==> src/hw/rtl/seven_segment_number_formatter_macros.svh <==
// assertion helpers shared by the formatter modules
`ifndef SEVEN_SEGMENT_NUMBER_FORMATTER_MACROS_SVH
`define SEVEN_SEGMENT_NUMBER_FORMATTER_MACROS_SVH

// antecedent on one edge implies consequent on the same edge
`define SSNF_ASSERT_IMPL(lbl, ck, rn, ante, cons, msg) \
	lbl: assert property (@(posedge ck) disable iff (!rn) (ante) |-> (cons)) else $error(msg);

// antecedent on one edge implies consequent on the next edge
`define SSNF_ASSERT_NEXT(lbl, ck, rn, ante, cons, msg) \
	lbl: assert property (@(posedge ck) disable iff (!rn) (ante) |=> (cons)) else $error(msg);

`endif

==> src/hw/rtl/ssnf_pkg.sv <==
`default_nettype none
package ssnf_pkg;

	localparam int VALUE_W = 28;
	localparam int DOT_W   = 4;
	localparam int MAG_W   = 27;
	localparam int ADDR_W  = 4;
	localparam int DATA_W  = 8;
	localparam int DIGIT_W = 4;
	localparam int POW_N   = 9;
	localparam int POW_IDX_W = 4;

	typedef logic [MAG_W-1:0] mag_t;

	localparam logic [DATA_W-1:0] CODE_MINUS = 8'd10;
	localparam logic [DATA_W-1:0] CODE_BLANK = 8'h0F;
	localparam logic [DATA_W-1:0] DOT_BIT    = 8'h80;

	// powers of ten up to 10^8
	localparam mag_t POW10 [POW_N] = '{
		27'd1, 27'd10, 27'd100, 27'd1000, 27'd10000, 27'd100000,
		27'd1000000, 27'd10000000, 27'd100000000
	};

	// one classified request waiting for the digit sequencer
	typedef struct packed {
		logic             neg;
		logic             ovf;
		logic [DOT_W-1:0] dot;
		mag_t             mag;
	} job_t;

endpackage
`default_nettype wire

==> src/hw/rtl/seven_segment_number_formatter.sv <==
// Signed number formatter for a code-B seven-segment digit driver. Each input
// request carries a 28-bit two's complement value and a decimal-point digit index
// (0 is rightmost, an index past the digits in use means no dot). For every
// request the block emits DIGIT_COUNT digit-register writes as address/data
// pairs, leftmost digit first, address 1 last with tlast set. A negative value
// first writes the minus code 10 at address DIGIT_COUNT and shows its magnitude
// on the remaining digits. Leading zeros are written as blank (0x0F) until a
// nonzero digit or the dot digit; the dot digit gets bit 7 except on the
// rightmost digit. Values past the displayable range saturate to all nines and
// raise tuser on every write of the run. Rate: one write per cycle while the
// output is taken, all from the single digit extraction unit in the back end;
// when the next request is already queued, its first write follows the last
// write of the previous run with no gap. A two-entry queue between the input
// classifier and the digit sequencer absorbs input while the output is stalled.
// A request passes the queue and the sequencer load before its first write.
`default_nettype none
module seven_segment_number_formatter #(
	parameter int DIGIT_COUNT = 8
) (
	input  wire logic        clk,
	input  wire logic        arst_n,
	input  wire logic        s_axis_tvalid,
	output logic             s_axis_tready,
	input  wire logic [31:0] s_axis_tdata,  // [27:0] value, [31:28] dot_position
	output logic             m_axis_tvalid,
	input  wire logic        m_axis_tready,
	output logic [15:0]      m_axis_tdata,  // [3:0] digit_address, [11:4] digit_data, [15:12] zero
	output logic             m_axis_tlast,
	output logic [0:0]       m_axis_tuser   // [0] overflow
);
	import ssnf_pkg::*;

	// front end: classify the request into sign, overflow flag, saturated magnitude and dot
	job_t              front_job;
	logic              push;

	// queue to back end
	logic              q_ready;
	logic              q_valid;
	job_t              q_job;
	logic              q_pop;

	// back end result
	logic [ADDR_W-1:0] res_address;
	logic [DATA_W-1:0] res_data;

	assign s_axis_tready = q_ready;
	assign push          = s_axis_tvalid && q_ready;

	ssnf_front #(
		.DIGIT_COUNT (DIGIT_COUNT)
	) u_front (
		.value        (s_axis_tdata[VALUE_W-1:0]),
		.dot_position (s_axis_tdata[VALUE_W+DOT_W-1:VALUE_W]),
		.job          (front_job)
	);

	ssnf_queue u_queue (
		.clk        (clk),
		.arst_n     (arst_n),
		.push       (push),
		.push_job   (front_job),
		.ready      (q_ready),
		.pop        (q_pop),
		.head_valid (q_valid),
		.head_job   (q_job)
	);

	// back end: one digit per cycle while the output is taken, into a registered output slot
	ssnf_back #(
		.DIGIT_COUNT (DIGIT_COUNT)
	) u_back (
		.clk          (clk),
		.arst_n       (arst_n),
		.job_valid    (q_valid),
		.job          (q_job),
		.job_pop      (q_pop),
		.out_valid    (m_axis_tvalid),
		.out_ready    (m_axis_tready),
		.out_address  (res_address),
		.out_data     (res_data),
		.out_last     (m_axis_tlast),
		.out_overflow (m_axis_tuser[0])
	);

	// pack the write, zero fill to whole bytes
	assign m_axis_tdata = {4'd0, res_data, res_address};

endmodule
`default_nettype wire

==> src/hw/rtl/ssnf_front.sv <==
`default_nettype none
module ssnf_front #(
	parameter int DIGIT_COUNT = 8
) (
	input  wire logic [ssnf_pkg::VALUE_W-1:0] value,
	input  wire logic [ssnf_pkg::DOT_W-1:0]   dot_position,
	output ssnf_pkg::job_t                    job
);
	import ssnf_pkg::*;

	localparam logic [VALUE_W-1:0] LIMIT_POS = VALUE_W'(POW10[DIGIT_COUNT] - 27'd1);
	localparam logic [VALUE_W-1:0] LIMIT_NEG = VALUE_W'(POW10[DIGIT_COUNT-1] - 27'd1);

	logic                 neg;
	logic [VALUE_W-1:0]   mag_full;
	logic [VALUE_W-1:0]   limit;
	logic                 ovf;

	// magnitude of the two's complement value, most negative value included
	always_comb begin
		neg      = value[VALUE_W-1];
		mag_full = neg ? (VALUE_W'(0) - value) : value;
		limit    = neg ? LIMIT_NEG : LIMIT_POS;
		ovf      = (mag_full > limit);
		job.neg  = neg;
		job.ovf  = ovf;
		job.dot  = dot_position;
		job.mag  = ovf ? limit[MAG_W-1:0] : mag_full[MAG_W-1:0];
	end

endmodule
`default_nettype wire

==> src/hw/rtl/ssnf_queue.sv <==
`default_nettype none
`include "seven_segment_number_formatter_macros.svh"
module ssnf_queue (
	input  wire logic           clk,
	input  wire logic           arst_n,
	input  wire logic           push,
	input  ssnf_pkg::job_t      push_job,
	output logic                ready,
	input  wire logic           pop,
	output logic                head_valid,
	output ssnf_pkg::job_t      head_job
);
	import ssnf_pkg::*;

	localparam int DEPTH = 2;
	localparam int PTR_W = $clog2(DEPTH);
	localparam int CNT_W = $clog2(DEPTH + 1);

	job_t             mem_q [DEPTH];
	logic [PTR_W-1:0] wr_ptr_q;
	logic [PTR_W-1:0] rd_ptr_q;
	logic [CNT_W-1:0] count_q;

	assign ready      = (count_q != CNT_W'(DEPTH));
	assign head_valid = (count_q != '0);
	assign head_job   = mem_q[rd_ptr_q];

	always_ff @(posedge clk) begin
		if (push) begin
			mem_q[wr_ptr_q] <= push_job;
		end
	end

	// pointers wrap naturally, depth is a power of two
	always_ff @(posedge clk or negedge arst_n) begin
		if (!arst_n) begin
			wr_ptr_q <= '0;
			rd_ptr_q <= '0;
			count_q  <= '0;
		end else begin
			if (push) begin
				wr_ptr_q <= wr_ptr_q + 1'b1;
			end
			if (pop) begin
				rd_ptr_q <= rd_ptr_q + 1'b1;
			end
			if (push && !pop) begin
				count_q <= count_q + 1'b1;
			end else if (pop && !push) begin
				count_q <= count_q - 1'b1;
			end
		end
	end

	`SSNF_ASSERT_IMPL(a_count_bound, clk, arst_n, 1'b1, count_q <= CNT_W'(DEPTH), "queue overfilled")
	`SSNF_ASSERT_IMPL(a_pop_nonempty, clk, arst_n, pop, count_q != '0, "pop from empty queue")
	`SSNF_ASSERT_NEXT(a_push_grows, clk, arst_n, push && !pop, count_q == $past(count_q) + 1'b1, "count lost a push")

endmodule
`default_nettype wire

==> src/hw/rtl/ssnf_back.sv <==
`default_nettype none
`include "seven_segment_number_formatter_macros.svh"
module ssnf_back #(
	parameter int DIGIT_COUNT = 8
) (
	input  wire logic                        clk,
	input  wire logic                        arst_n,
	input  wire logic                        job_valid,
	input  ssnf_pkg::job_t                   job,
	output logic                             job_pop,
	output logic                             out_valid,
	input  wire logic                        out_ready,
	output logic [ssnf_pkg::ADDR_W-1:0]      out_address,
	output logic [ssnf_pkg::DATA_W-1:0]      out_data,
	output logic                             out_last,
	output logic                             out_overflow
);
	import ssnf_pkg::*;

	localparam int IDX_W = (DIGIT_COUNT > 1) ? $clog2(DIGIT_COUNT) : 1;
	localparam logic [IDX_W-1:0]  K_TOP    = IDX_W'(DIGIT_COUNT - 1);
	localparam logic [IDX_W-1:0]  K_NEG    = IDX_W'((DIGIT_COUNT > 1) ? DIGIT_COUNT - 2 : 0);
	localparam logic [ADDR_W-1:0] ADDR_TOP = ADDR_W'(DIGIT_COUNT);
	localparam logic              MINUS_IS_LAST = (DIGIT_COUNT == 1);

	logic              busy_q;
	logic              minus_q;
	logic              lead_q;
	logic [IDX_W-1:0]  k_q;
	mag_t              rem_q;
	logic [DOT_W-1:0]  dot_q;
	logic              ovf_q;
	logic              out_valid_q;
	logic [ADDR_W-1:0] out_address_q;
	logic [DATA_W-1:0] out_data_q;
	logic              out_last_q;
	logic              out_ovf_q;

	logic              step;
	logic              step_last;
	logic              load;
	mag_t              pow;
	mag_t              mult;
	mag_t              sub;
	mag_t              rem_next;
	logic [DIGIT_W-1:0] dv;
	logic              is_dot;
	logic              lead_next;
	logic [ADDR_W-1:0] addr_next;
	logic [DATA_W-1:0] data_next;

	assign step      = busy_q && (!out_valid_q || out_ready);
	assign step_last = minus_q ? MINUS_IS_LAST : (k_q == '0);
	assign load      = job_valid && (!busy_q || (step && step_last));
	assign job_pop   = load;

	// digit extraction: nine parallel compares against multiples of 10^k
	always_comb begin
		pow  = POW10[POW_IDX_W'(k_q)];
		dv   = '0;
		sub  = '0;
		mult = '0;
		for (int j = 1; j < 10; j++) begin
			mult = pow * MAG_W'(j);
			if (rem_q >= mult) begin
				dv  = DIGIT_W'(j);
				sub = mult;
			end
		end
		rem_next  = rem_q - sub;
		is_dot    = (DOT_W'(k_q) == dot_q);
		lead_next = lead_q || (dv != '0) || is_dot;
		if (minus_q) begin
			addr_next = ADDR_TOP;
			data_next = CODE_MINUS;
		end else begin
			addr_next = ADDR_W'(k_q) + 1'b1;
			if (is_dot) begin
				data_next = {{(DATA_W-DIGIT_W){1'b0}}, dv} | ((k_q != '0) ? DOT_BIT : '0);
			end else if (lead_next || (k_q == '0)) begin
				data_next = {{(DATA_W-DIGIT_W){1'b0}}, dv};
			end else begin
				data_next = CODE_BLANK;
			end
		end
	end

	always_ff @(posedge clk or negedge arst_n) begin
		if (!arst_n) begin
			busy_q      <= 1'b0;
			minus_q     <= 1'b0;
			lead_q      <= 1'b0;
			k_q         <= '0;
			out_valid_q <= 1'b0;
		end else begin
			if (load) begin
				busy_q  <= 1'b1;
				minus_q <= job.neg;
				lead_q  <= 1'b0;
				k_q     <= job.neg ? K_NEG : K_TOP;
			end else if (step && step_last) begin
				busy_q  <= 1'b0;
				minus_q <= 1'b0;
			end else if (step) begin
				if (minus_q) begin
					minus_q <= 1'b0;
				end else begin
					lead_q <= lead_next;
					k_q    <= k_q - 1'b1;
				end
			end
			if (step) begin
				out_valid_q <= 1'b1;
			end else if (out_ready) begin
				out_valid_q <= 1'b0;
			end
		end
	end

	always_ff @(posedge clk) begin
		if (load) begin
			rem_q <= job.mag;
			dot_q <= job.dot;
			ovf_q <= job.ovf;
		end else if (step && !minus_q) begin
			rem_q <= rem_next;
		end
		if (step) begin
			out_address_q <= addr_next;
			out_data_q    <= data_next;
			out_last_q    <= step_last;
			out_ovf_q     <= ovf_q;
		end
	end

	assign out_valid    = out_valid_q;
	assign out_address  = out_address_q;
	assign out_data     = out_data_q;
	assign out_last     = out_last_q;
	assign out_overflow = out_ovf_q;

	`SSNF_ASSERT_IMPL(a_last_rightmost, clk, arst_n, out_valid_q && out_last_q, out_address_q == 4'd1, "run ended off the rightmost digit")
	`SSNF_ASSERT_IMPL(a_no_blank_last, clk, arst_n, out_valid_q && out_last_q, out_data_q != CODE_BLANK, "rightmost digit blanked")
	`SSNF_ASSERT_IMPL(a_minus_needs_busy, clk, arst_n, minus_q, busy_q, "minus pending while idle")

endmodule
`default_nettype wire
==> config.mk <==
export PLATFORM = sky130hd
export DESIGN_NAME = seven_segment_number_formatter
export DESIGN_NICKNAME = d
export VERILOG_FILES = /design/src/hw/rtl/ssnf_pkg.sv /design/src/hw/rtl/seven_segment_number_formatter.sv /design/src/hw/rtl/ssnf_front.sv /design/src/hw/rtl/ssnf_queue.sv /design/src/hw/rtl/ssnf_back.sv
export VERILOG_INCLUDE_DIRS = /design/src /design/src/hw/rtl
export SDC_FILE = /design/constraint.sdc
export NUM_CORES = 1
export LEC_CHECK = 0
export ABC_AREA = 1
export BUFFER_PORTS_ARGS = -buffer_cell sky130_fd_sc_hd__buf_4
export CAP_MARGIN = 20
export CORE_ASPECT_RATIO = 0.9
export CORE_MARGIN = 2
export CORE_UTILIZATION = 55
export DETAILED_ROUTE_END_ITERATION = 6
export GPL_TIMING_DRIVEN = 0
export HOLD_SLACK_MARGIN = 0.08
export PLACE_DENSITY = 0.77
export SETUP_SLACK_MARGIN = 0.02
export SYNTH_ARGS = -nofsm -noshare
export SYNTH_HDL_FRONTEND = slang
export SYNTH_SLANG_ARGS = --single-unit
==> constraint.sdc <==
create_clock -name clk -period 13.8 [get_ports clk]
set_input_delay 2.07 -clock clk [delete_from_list [all_inputs] [get_ports clk]]
set_output_delay 2.07 -clock clk [all_outputs]
set_load 0.03 [all_outputs]
* Yosys cells after proc, flatten, opt, wreduce, memory -nomap -nowiden
Memory sizes are Yosys's and may differ from the RTL's. Index checks and enable logic that the tools add are counted.
Word-level totals: register bits after elaboration 57, bits in latches 0, bits in writable memories 66, bits in read-only memories 432, input port bits 36, output and inout bits 20, logic and storage cells 124, memories 2
Memories:
- (no name shown) | depth 16, bits a word 27, rd ports 1, clocked after Yosys merged registers in 0, wr ports 0, line ssnf_back.sv:59 | pow = POW10[POW_IDX_W'(k_q)];
- u_queue.mem_q | depth 2, bits a word 33, rd ports 1, clocked after Yosys merged registers in 0, wr ports 1, line ssnf_queue.sv:19 | job_t mem_q [DEPTH];
Operators by class: add/subtract/negate cells 8, multipliers 5, divide/modulo/power cells 0, magnitude comparators 11, eq/ne operators 4, shifts and indexed selects 0, mux-type cells 49, bitwise gates (word level) 2, reductions and logical operators 28
Operators with widths (count):
- $mux W27 | 15
- $ge A27 B27 Y1 | 9
- $mul A27 B3 Y27 const B | 2
- $gt A28 B28 Y1 | 1
- $mux W28 | 1
- $sub A1 B28 Y28 const A | 1
- $mul A27 B2 Y26 const B | 1
- $mul A27 B2 Y27 const B | 1
- $mul A27 B4 Y27 const B | 1
- $sub A27 B27 Y27 | 1
- $mux W3 | 8
- $mux W1 | 16
- $mux W8 | 2
- $mux W4 | 3
- $reduce_bool A2 Y1 | 6
- $mux W2 | 4
- $or A4 B8 Y8 | 1
- $logic_and A1 B1 Y1 | 7
- $ne A2 B2 Y1 const B | 3
- $reduce_bool A3 Y1 | 2
- $ge A5 B5 Y1 const B | 1
- $logic_not A1 Y1 | 5
- $logic_or A1 B1 Y1 | 5
- $not A3 Y5 | 1
- other kinds (9) | 10

* Depth between registers and ports, before layout
Gate-level depths: netlist (run 1).
depth after elaboration 21, depth in mapped cells 56, gate-level depth less buffers 55

* Modules after synthesis
Synthesis (run 1) repeated with hierarchy kept, for this count alone.
Second synthesis, totals: cell total of the unflattened synthesis 2666, area, all modules 18738.0 um^2
Modules (own cells, without submodules):
- ssnf_back | times used 1, cells an instance 2168, area each 14171.1 um^2, seq. area each 1466.4 um^2
- ssnf_queue | times used 1, cells an instance 128, area each 2740.1 um^2, seq. area each 2082.0 um^2
- ssnf_front | times used 1, cells an instance 363, area each 1785.5 um^2, seq. area each 0.0 um^2
- seven_segment_number_formatter | times used 1, cells an instance 7, area each 41.3 um^2, seq. area each 0.0 um^2

* Worst setup path after synthesis (run 1)
Ideal clock, no wire load.
path type reg2reg, start register u_back.k_q[1], end register u_back.rem_q[21] (data pin), library setup time 0.282 ns, arrival time 7.704 ns, required time 13.518 ns, setup slack 5.814 ns, stages on the path, launching flop included 47, path buffers 3, clock period less this slack 7.986 ns, path through dfrtp_1 -> ha_1 -> ha_1 -> inv_1 -> clkbuf_1 -> fa_1 -> inv_1 -> ha_1 -> nand2_1 -> inv_1 -> a221oi_1 -> o21ai_0 -> a21oi_1 -> o21ai_0 -> nand3_1 -> nand2_1 -> a31oi_1 -> xor2_1 -> (+11 left out) -> clkbuf_1 -> a21oi_1 -> a22oi_1 -> ha_1 -> nand3_1 -> nand2_1 -> nand2_1 -> nand2_1 -> a21oi_1 -> nor2_1 -> nor2_1 -> o21bai_1 -> a21oi_1 -> o21a_1 -> o31ai_1 -> or2_2 -> a21oi_1 -> a31oi_1
On the way: word-level cells in the longest chain between the ends 17, elaborated cells on any way between the ends 35, classes of those cells add/sub (1); mul (5); order compare (9); mux (14); bitwise (1); reduce/logical (4); memory (1)
RTL lines:
- from (decl) | line ssnf_back.sv:29 | logic [IDX_W-1:0] k_q;
- from (signal assigned) | line ssnf_back.sv:100 | k_q <= job.neg ? K_NEG : K_TOP;
- from (signal assigned) | line ssnf_back.sv:109 | k_q <= k_q - 1'b1;
- branches (longest 16 deep; another with $mem_v2 Z16 W27)
- $mux W27 * | line ssnf_back.sv:121 | if (load) begin
- to (signal assigned) | line ssnf_back.sv:122 | rem_q <= job.mag;
- to (signal assigned) | line ssnf_back.sv:126 | rem_q <= rem_next;
- to (decl) | line ssnf_back.sv:30 | mag_t rem_q;
Mark *: on every way between the ends. The select of a mux whose other input is x is not followed. A chain may end at the register's enable or synchronous reset.

* Worst setup path after layout (run 1)
Ends and elaborated chain as after synthesis.

==> results of run 1 <==
==> critical path, delay by kind of cell, from the launching register on <==
kind | cells | cell delay, ns
compound gates | 12 | 2.94
xor+xnor | 1 | 0.37
fa+ha+maj | 6 | 2.87
buf+inv | 7 | 2.01
flops | 1 | 0.60
simple gates | 15 | 2.84
==> cell usage after synthesis (15+ instances only) <==
master / instances / area share
a21o_1: 18 / 0.0076
a21oi_1: 263 / 0.074
clkbuf_1: 36 / 0.0076
edfxtp_1: 109 / 0.18
ha_1: 301 / 0.21
inv_1: 290 / 0.061
nand2_1: 602 / 0.13
nand2_2: 19 / 0.0066
nand3_1: 155 / 0.043
nand4_1: 52 / 0.018
nor2_1: 199 / 0.042
nor3_1: 28 / 0.0078
nor4_1: 23 / 0.0080
o21ai_0: 116 / 0.032
o22ai_1: 15 / 0.0052
or2_2: 15 / 0.0052
xnor2_1: 26 / 0.013
xor2_1: 80 / 0.039
==> routing by layer <==
layer	up-vias	part of all wire
li1	8982	-
met1	8819	0.43
met2	1244	0.41
met3	139	0.12
met4	0	0.039
met5	-	0
==> registers in the layout, indices dropped and copies added (netlist names), 2 cells and up <==
name,flops
u_queue.mem_q,66
u_queue.count_q,2
u_back.out_address,4
u_back.k_q,3
u_back.dot_q,4
u_back.rem_q,27
u_back.out_data,5
==> kinds of logic (layout without fill, tap and decap cells) <==
group / after synthesis / count (layout) / share of synthesized area
flops: 120 / 120 / 0.198
mux: 1 / 1 / 0.000560
buf+inv: 363 / 450 / 0.0810
other cells: 2 / 10 / 0.000420
simple gates: 1138 / 1138 / 0.281
fa+ha+maj: 310 / 310 / 0.221
compound gates: 527 / 527 / 0.167
xor+xnor: 106 / 106 / 0.0519
==> area by class of cell <==
cell class / count / area, µm²
multi-input cells: 2092 / 12900
fillers: 2941 / 12500
repair buffers: 55 / 459
plain buffers: 61 / 309
well taps: 416 / 520
clock inverters: 15 / 169
inverters: 302 / 1140
clock buffers: 17 / 425
flip-flops and latches: 120 / 3550
==> stage by stage <==
stage / hold slack [ns] / setup slack, ns / instances / util
detailed placement: 0.470 / 2.48 / 3045 / 0.592
floorplan: 0.400 / 5.81 / 2575 / -
global placement: 0.467 / 2.31 / 3039 / 0.588
global route: 0.492 / 1.33 / 3078 / 0.610
CTS: 0.487 / 2.44 / 3077 / 0.610
finish: 0.477 / 1.78 / 3078 / 0.610
==> path summary, 6_finish.rpt <==
| check | from | endpoint | slack [ns] | cells past startpoint |
|---|---|---|---|---|
| worst max register to register | u_back.k_q[1]$_DFFE_PN0P_ | u_back.rem_q[21]$_DFFE_PP_ | 1.78 | 41 |
| worst max-delay path | u_back.k_q[1]$_DFFE_PN0P_ | u_back.rem_q[21]$_DFFE_PP_ | 1.78 | 41 |
| max in group asynchronous | arst_n | u_queue.rd_ptr_q$_DFFE_PN0P_ | 12.16 | 1 |
| worst min register to register | u_back.ovf_q$_DFFE_PP_ | u_back.out_overflow$_DFFE_PP_ | 0.48 | 0 |
| min in group asynchronous | arst_n | u_back.lead_q$_DFFE_PN0P_ | 1.47 | 1 |
| worst min-delay path | u_back.ovf_q$_DFFE_PP_ | u_back.out_overflow$_DFFE_PP_ | 0.48 | 0 |
==> reports/results.tsv, run 1 <==
stage	metric	value	unit
status	outcome	finished with violations	
status	failing checks	design-rule violations	
layout	layout cells sized above 1	0.0699	
layout	NumNets Final	2995	
route	initial DRC count	2614	
floorplanning	Starting Density	0.560	
setup_path	CP arrival	12.10	ns
grt	vias in the first global route	17201	
clock_tree	clk buf depth	2	
synthesis	#FFs+latches synth	120	
setup_path	CP startpoint kind	register	
grt	Most Crowded Layer GR	met2	
floorplanning	DIE AREA	34000	µm²
sta	fin crit share	0.871	
clock_tree	post-CTS setup buffers	0	
sta	setup TNS	0	ns
sta	worst slew pin tran	1.11	ns
route	drt first pass iters	7	
floorplanning	IO Pins	56	
synthesis	EDFF count, synth	109	
setup_path	max incr delay on CP	0.85	ns
placement	Routability Congestion	1.05	
clock_tree	Clk pin slew, worst setup/hold paths	0.06	ns
clock_tree	TritonCTS clock tree	built	
layout	Final Cell Area	19500	µm²
setup_path	critical path required time	13.87	ns
placement	input/output buffers	48	
sta	skew final	0.0147	ns
sta	RSZ-0062 raised after global routing	false	
synthesis	Main synth FF type	edfxtp_1	
grt	GRT met1 Usage	0.585	
setup_path	CP Max Fanout	22	
clock_tree	H-tree depth	4	
route	drt total wl	70600	µm
grt	Congestion Overflow GR	0	
sta	Max Slew Vio Count	0	
setup_path	CP max-delay cell	nor4_1	
grt	Tot GR Track Use	0.406	
clock_tree	cts bufs inserted	17	
setup_path	WS Path Type	reg2reg	
route	DR vias/cell	6.23	
layout	Area Growth Syn to Fin	9.06	%
grt	GR Util met2	0.590	
placement	placed instance area	18900	µm²
clock_tree	Root Buffer	clkbuf_16	
placement	HPWL after detailed placement	58200	µm
layout	commonest cells after routing, fill and taps aside	nand2_1 (602), ha_1 (301), inv_1 (290)	
floorplanning	core area	32000	µm²
synthesis	synthesized area	17900	µm²
route	Routed WL per cell	22.9	µm
setup_path	crit path capture type	register	
route	remaining antenna violation count after routing	0	
sta	slew margin rel.	0.252	
layout	commonest non-fill, non-tap cell in the layout	nand2_1	
clock_tree	CTS Hold Bufs	0	
synthesis	Async SR Flop Fraction	0.0917	
synthesis	Ys Warns	0	
synthesis	Syn Area/Cell	6.97	µm²
floorplanning	Vert. Die Dim	175	µm
clock_tree	sinks on the clock net	120	
grt	largest net degree at the start of global routing	33	
grt	initial antenna violation count	0	
grt	first-pass GRT wire length	104000	µm
synthesis	cell count after synthesis	2567	
route	Vias	19184	
floorplanning	Die Width	194	µm
grt	M3 GR Usage	0.0853	
sta	minimum clock period	12.02	ns
flow_run	MaxCap Viol Count	0	
worst_hold_path	HP Class	reg2reg	
sta	final hold vios	0	
setup_path	most used cell, CP	nand2_1	
synthesis	Unique masters post-synth	68	
route	drt drc	8	
floorplanning	Rows	62	
clock_tree	worst skew pair latency	0.44	ns
layout	n_diodes	0	
synthesis	register area share after synthesis	0.198	
clock_tree	# resized after CTS	0	
sta	final setup violation count	0	
sta	Fmax	83.2	MHz
Power of run 1 is not shown: default switching activity piles up to over one toggle a cycle in this logic, so the estimate is an artifact.
==> run 2, diff against run 1 <==
--- a/config.mk
+++ b/config.mk
@@ -6,7 +6,6 @@
 export SDC_FILE = /design/constraint.sdc
 export NUM_CORES = 1
 export LEC_CHECK = 0
-export ABC_AREA = 1
 export BUFFER_PORTS_ARGS = -buffer_cell sky130_fd_sc_hd__buf_4
 export CAP_MARGIN = 20
 export CORE_ASPECT_RATIO = 0.9
@@ -20,3 +19,4 @@
 export SYNTH_ARGS = -nofsm -noshare
 export SYNTH_HDL_FRONTEND = slang
 export SYNTH_SLANG_ARGS = --single-unit
+export TNS_END_PERCENT = 50
==> reports/results.tsv, run 2 <==
stage	metric	value	unit	change
floorplanning	core area	32100	µm²	+0.49%
synthesis	synthesized area	18100	µm²	+0.97%
setup_path	crit path capture type	register		
grt	Tot GR Track Use	0.412		+0.00587
synthesis	cell count after synthesis	2174		-15%
synthesis	Post-Synth Simple-Gate Area	0.191		-0.0891
layout	# fillers	2877		-2.2%
worst_hold_path	HP Class	reg2reg		
synthesis	Compound-Gate Fraction of Synth Area	0.245		+0.0782
layout	Reg with most FFs	u_queue.mem_q		
floorplanning	DIE AREA	34300	µm²	+0.95%
sta	Max Slew Vio Count	0		unchanged
setup_path	stages on the worst setup path	39		-4.9%
setup_path	CP startpoint kind	register		
grt	first-pass GRT wire length	107000	µm	+2.3%
sta	fin crit share	0.970		+0.0987
synthesis	Ys Warns	0		unchanged
synthesis	commonest cells in the netlist	ha_1 (301), a21oi_1 (171), nand2_1 (166)		
clock_tree	TritonCTS clock tree	built		
sta	worst slew pin tran	1.15	ns	+0.0388 ns
sta	skew final	0.0104	ns	-0.00433 ns
grt	initial antenna violation count	1		+1
sta	slew margin rel.	0.233		-0.0190
placement	input/output buffers	38		-21%
floorplanning	Starting Density	0.562		+0.00271
setup_path	critical path required time	13.95	ns	+0.08 ns
floorplanning	Die Width	195	µm	+0.47%
grt	vias in the first global route	17616		+2.4%
synthesis	#FFs+latches synth	120		unchanged
synthesis	Synth area leader	ha_1		
placement	pre-CTS setup slack	-0.133	ns	-2.62 ns
layout	n_diodes	0		unchanged
synthesis	largest family of logic cells by synthesized area	compound AO/OA/AOI/OAI gates		
synthesis	register area share after synthesis	0.196		-0.00191
route	Vias	18518		-3.5%
synthesis	Area contributors post-synth	ha_1 (21%), edfxtp_1 (18%), a21oi_1 (4.7%)		
route	DR vias/cell	6.93		+11%
clock_tree	Clk pin slew, worst setup/hold paths	0.06	ns	about the same
layout	NumNets Final	2590		-14%
setup_path	CP Max Fanout	12		-45%
route	initial DRC count	2102		-20%
clock_tree	Root Buffer	clkbuf_16		
flow_run	MaxCap Viol Count	0		unchanged
synthesis	post-synthesis mux area share	0.0384		+0.0378
status	outcome	finished clean		
layout	commonest cells after routing, fill and taps aside	ha_1 (301), a21oi_1 (170), nand2_1 (165)		
placement	HPWL after detailed placement	56300	µm	-3.3%
sta	minimum clock period	13.39	ns	+1.36 ns
setup_path	CP max-delay cell	dfrtp_1		
setup_path	CP top delay family	compound AO/OA/AOI/OAI gates		
layout	commonest non-fill, non-tap cell in the layout	ha_1		
layout	Area Growth Syn to Fin	8.66	%	
floorplanning	Rows	62		unchanged
synthesis	Syn Area/Cell	8.31	µm²	+19%
synthesis	Main synth FF type	edfxtp_1		
layout	footprint of the multi-input gates	13800	µm²	+6.4%
clock_tree	post-CTS setup buffers	0		unchanged
sta	Fmax	74.7	MHz	-10%
placement	Routability Congestion	1.01		-3.7%
sta	final hold vios	0		unchanged
layout	register area	3550	µm²	unchanged
setup_path	worst r2r path cells	39		-4.9%
setup_path	CP arrival	13.53	ns	+1.43 ns
floorplanning	Vert. Die Dim	176	µm	+0.47%
synthesis	top-area cell type share of the netlist area	0.209		-0.00203
setup_path	crit path buf inv count	7		unchanged
grt	largest net degree at the start of global routing	34		+3.0%
worst_hold_path	hold depth	0		unchanged
synthesis	EDFF count, synth	109		unchanged
route	drt drc	0		-8
sta	RSZ-0062 raised after global routing	false		
synthesis	Unique masters post-synth	100		+47%
layout	layout cells sized above 1	0.0753		+0.00545
sta	worst setup margin	0.414	ns	-1.36 ns
clock_tree	H-tree depth	4		unchanged
clock_tree	clk buf depth	2		unchanged
route	drt total wl	71600	µm	+1.4%
setup_path	max incr delay on CP	0.68	ns	-0.17 ns
setup_path	most used cell, CP	ha_1		
placement	placed instance area	19000	µm²	+0.29%
clock_tree	cts bufs inserted	17		unchanged
synthesis	count leader, synth	ha_1		
sta	final setup violation count	0		unchanged
route	Routed WL per cell	26.8	µm	+17%
clock_tree	worst skew pair latency	0.42	ns	-0.02 ns
synthesis	xor and xnor fraction of the mapped netlist area	0.0643		+0.0124
floorplanning	IO Pins	56		unchanged
synthesis	Async SR Flop Fraction	0.0917		unchanged
synthesis	synthesized-area fraction occupied by adder cells	0.219		-0.00157
clock_tree	sinks on the clock net	120		unchanged
route	remaining antenna violation count after routing	0		unchanged
layout	Final Cell Area	19600	µm²	+0.60%
route	drt first pass iters	5		-2
grt	Congestion Overflow GR	0		unchanged
layout	max reg flops	66		unchanged
setup_path	WS Path Type	reg2reg		
==> run 2: path summary, 6_finish.rpt <==
path	start	slack [ns]	end
setup / recovery	u_back.k_q[0]$_DFFE_PN0P_	0.41	u_back.rem_q[25]$_DFFE_PP_
hold / removal	u_back.ovf_q$_DFFE_PP_	0.44	u_back.out_overflow$_DFFE_PP_
setup reg to reg	u_back.k_q[0]$_DFFE_PN0P_	0.41	u_back.rem_q[25]$_DFFE_PP_
hold reg to reg	u_back.ovf_q$_DFFE_PP_	0.44	u_back.out_overflow$_DFFE_PP_
max in group asynchronous	arst_n	12.16	u_back.k_q[0]$_DFFE_PN0P_
min in group asynchronous	arst_n	1.48	u_back.busy_q$_DFFE_PN0P_
==> run 2: per-layer routing <==
metal  global-route usage  wire length [µm]
met5                    0                 0
met4                0.206              3950
met3               0.0772              7450
met2                0.651             30900
met1                0.540             29300
==> run 2: area by class of cell <==
cell class | instances | share of cell area
Buffer | 96 | 0.0227
Clock buffer | 19 | 0.0226
Inverter | 100 | 0.0192
Multi-Input combinational cell | 1866 | 0.701
Timing Repair Buffer | 43 | 0.0172
Clock inverter | 13 | 0.00982
Tap cell | 416 | 0.0265
Sequential cell | 120 | 0.181
==> run 2: cell families after synthesis <==
group | after synthesis
simple gates | 675
compound gates | 672
fa+ha+maj | 311
buf+inv | 196
xor+xnor | 131
flops | 120
mux | 67
other cells | 2
==> run 2: what timing repair did <==
action	4_1_cts	5_1_grt
hold buffers	0	0
endpoints found under the setup margin	4	12
pin swaps	0	0
resized for setup	3	6
==> run 2: through the flow <==
step                TNS, ns   util  hold slack [ns]  instances
finish                    0  0.611            0.438       2673
global route              0  0.611            0.472       2673
CTS                       0  0.610            0.446       2672
detailed placement   -0.270  0.590            0.407       2640
global placement     -0.126  0.588            0.435       2636
floorplan                 0      -            0.400       2182
Power of run 2 is left out for the same reason.
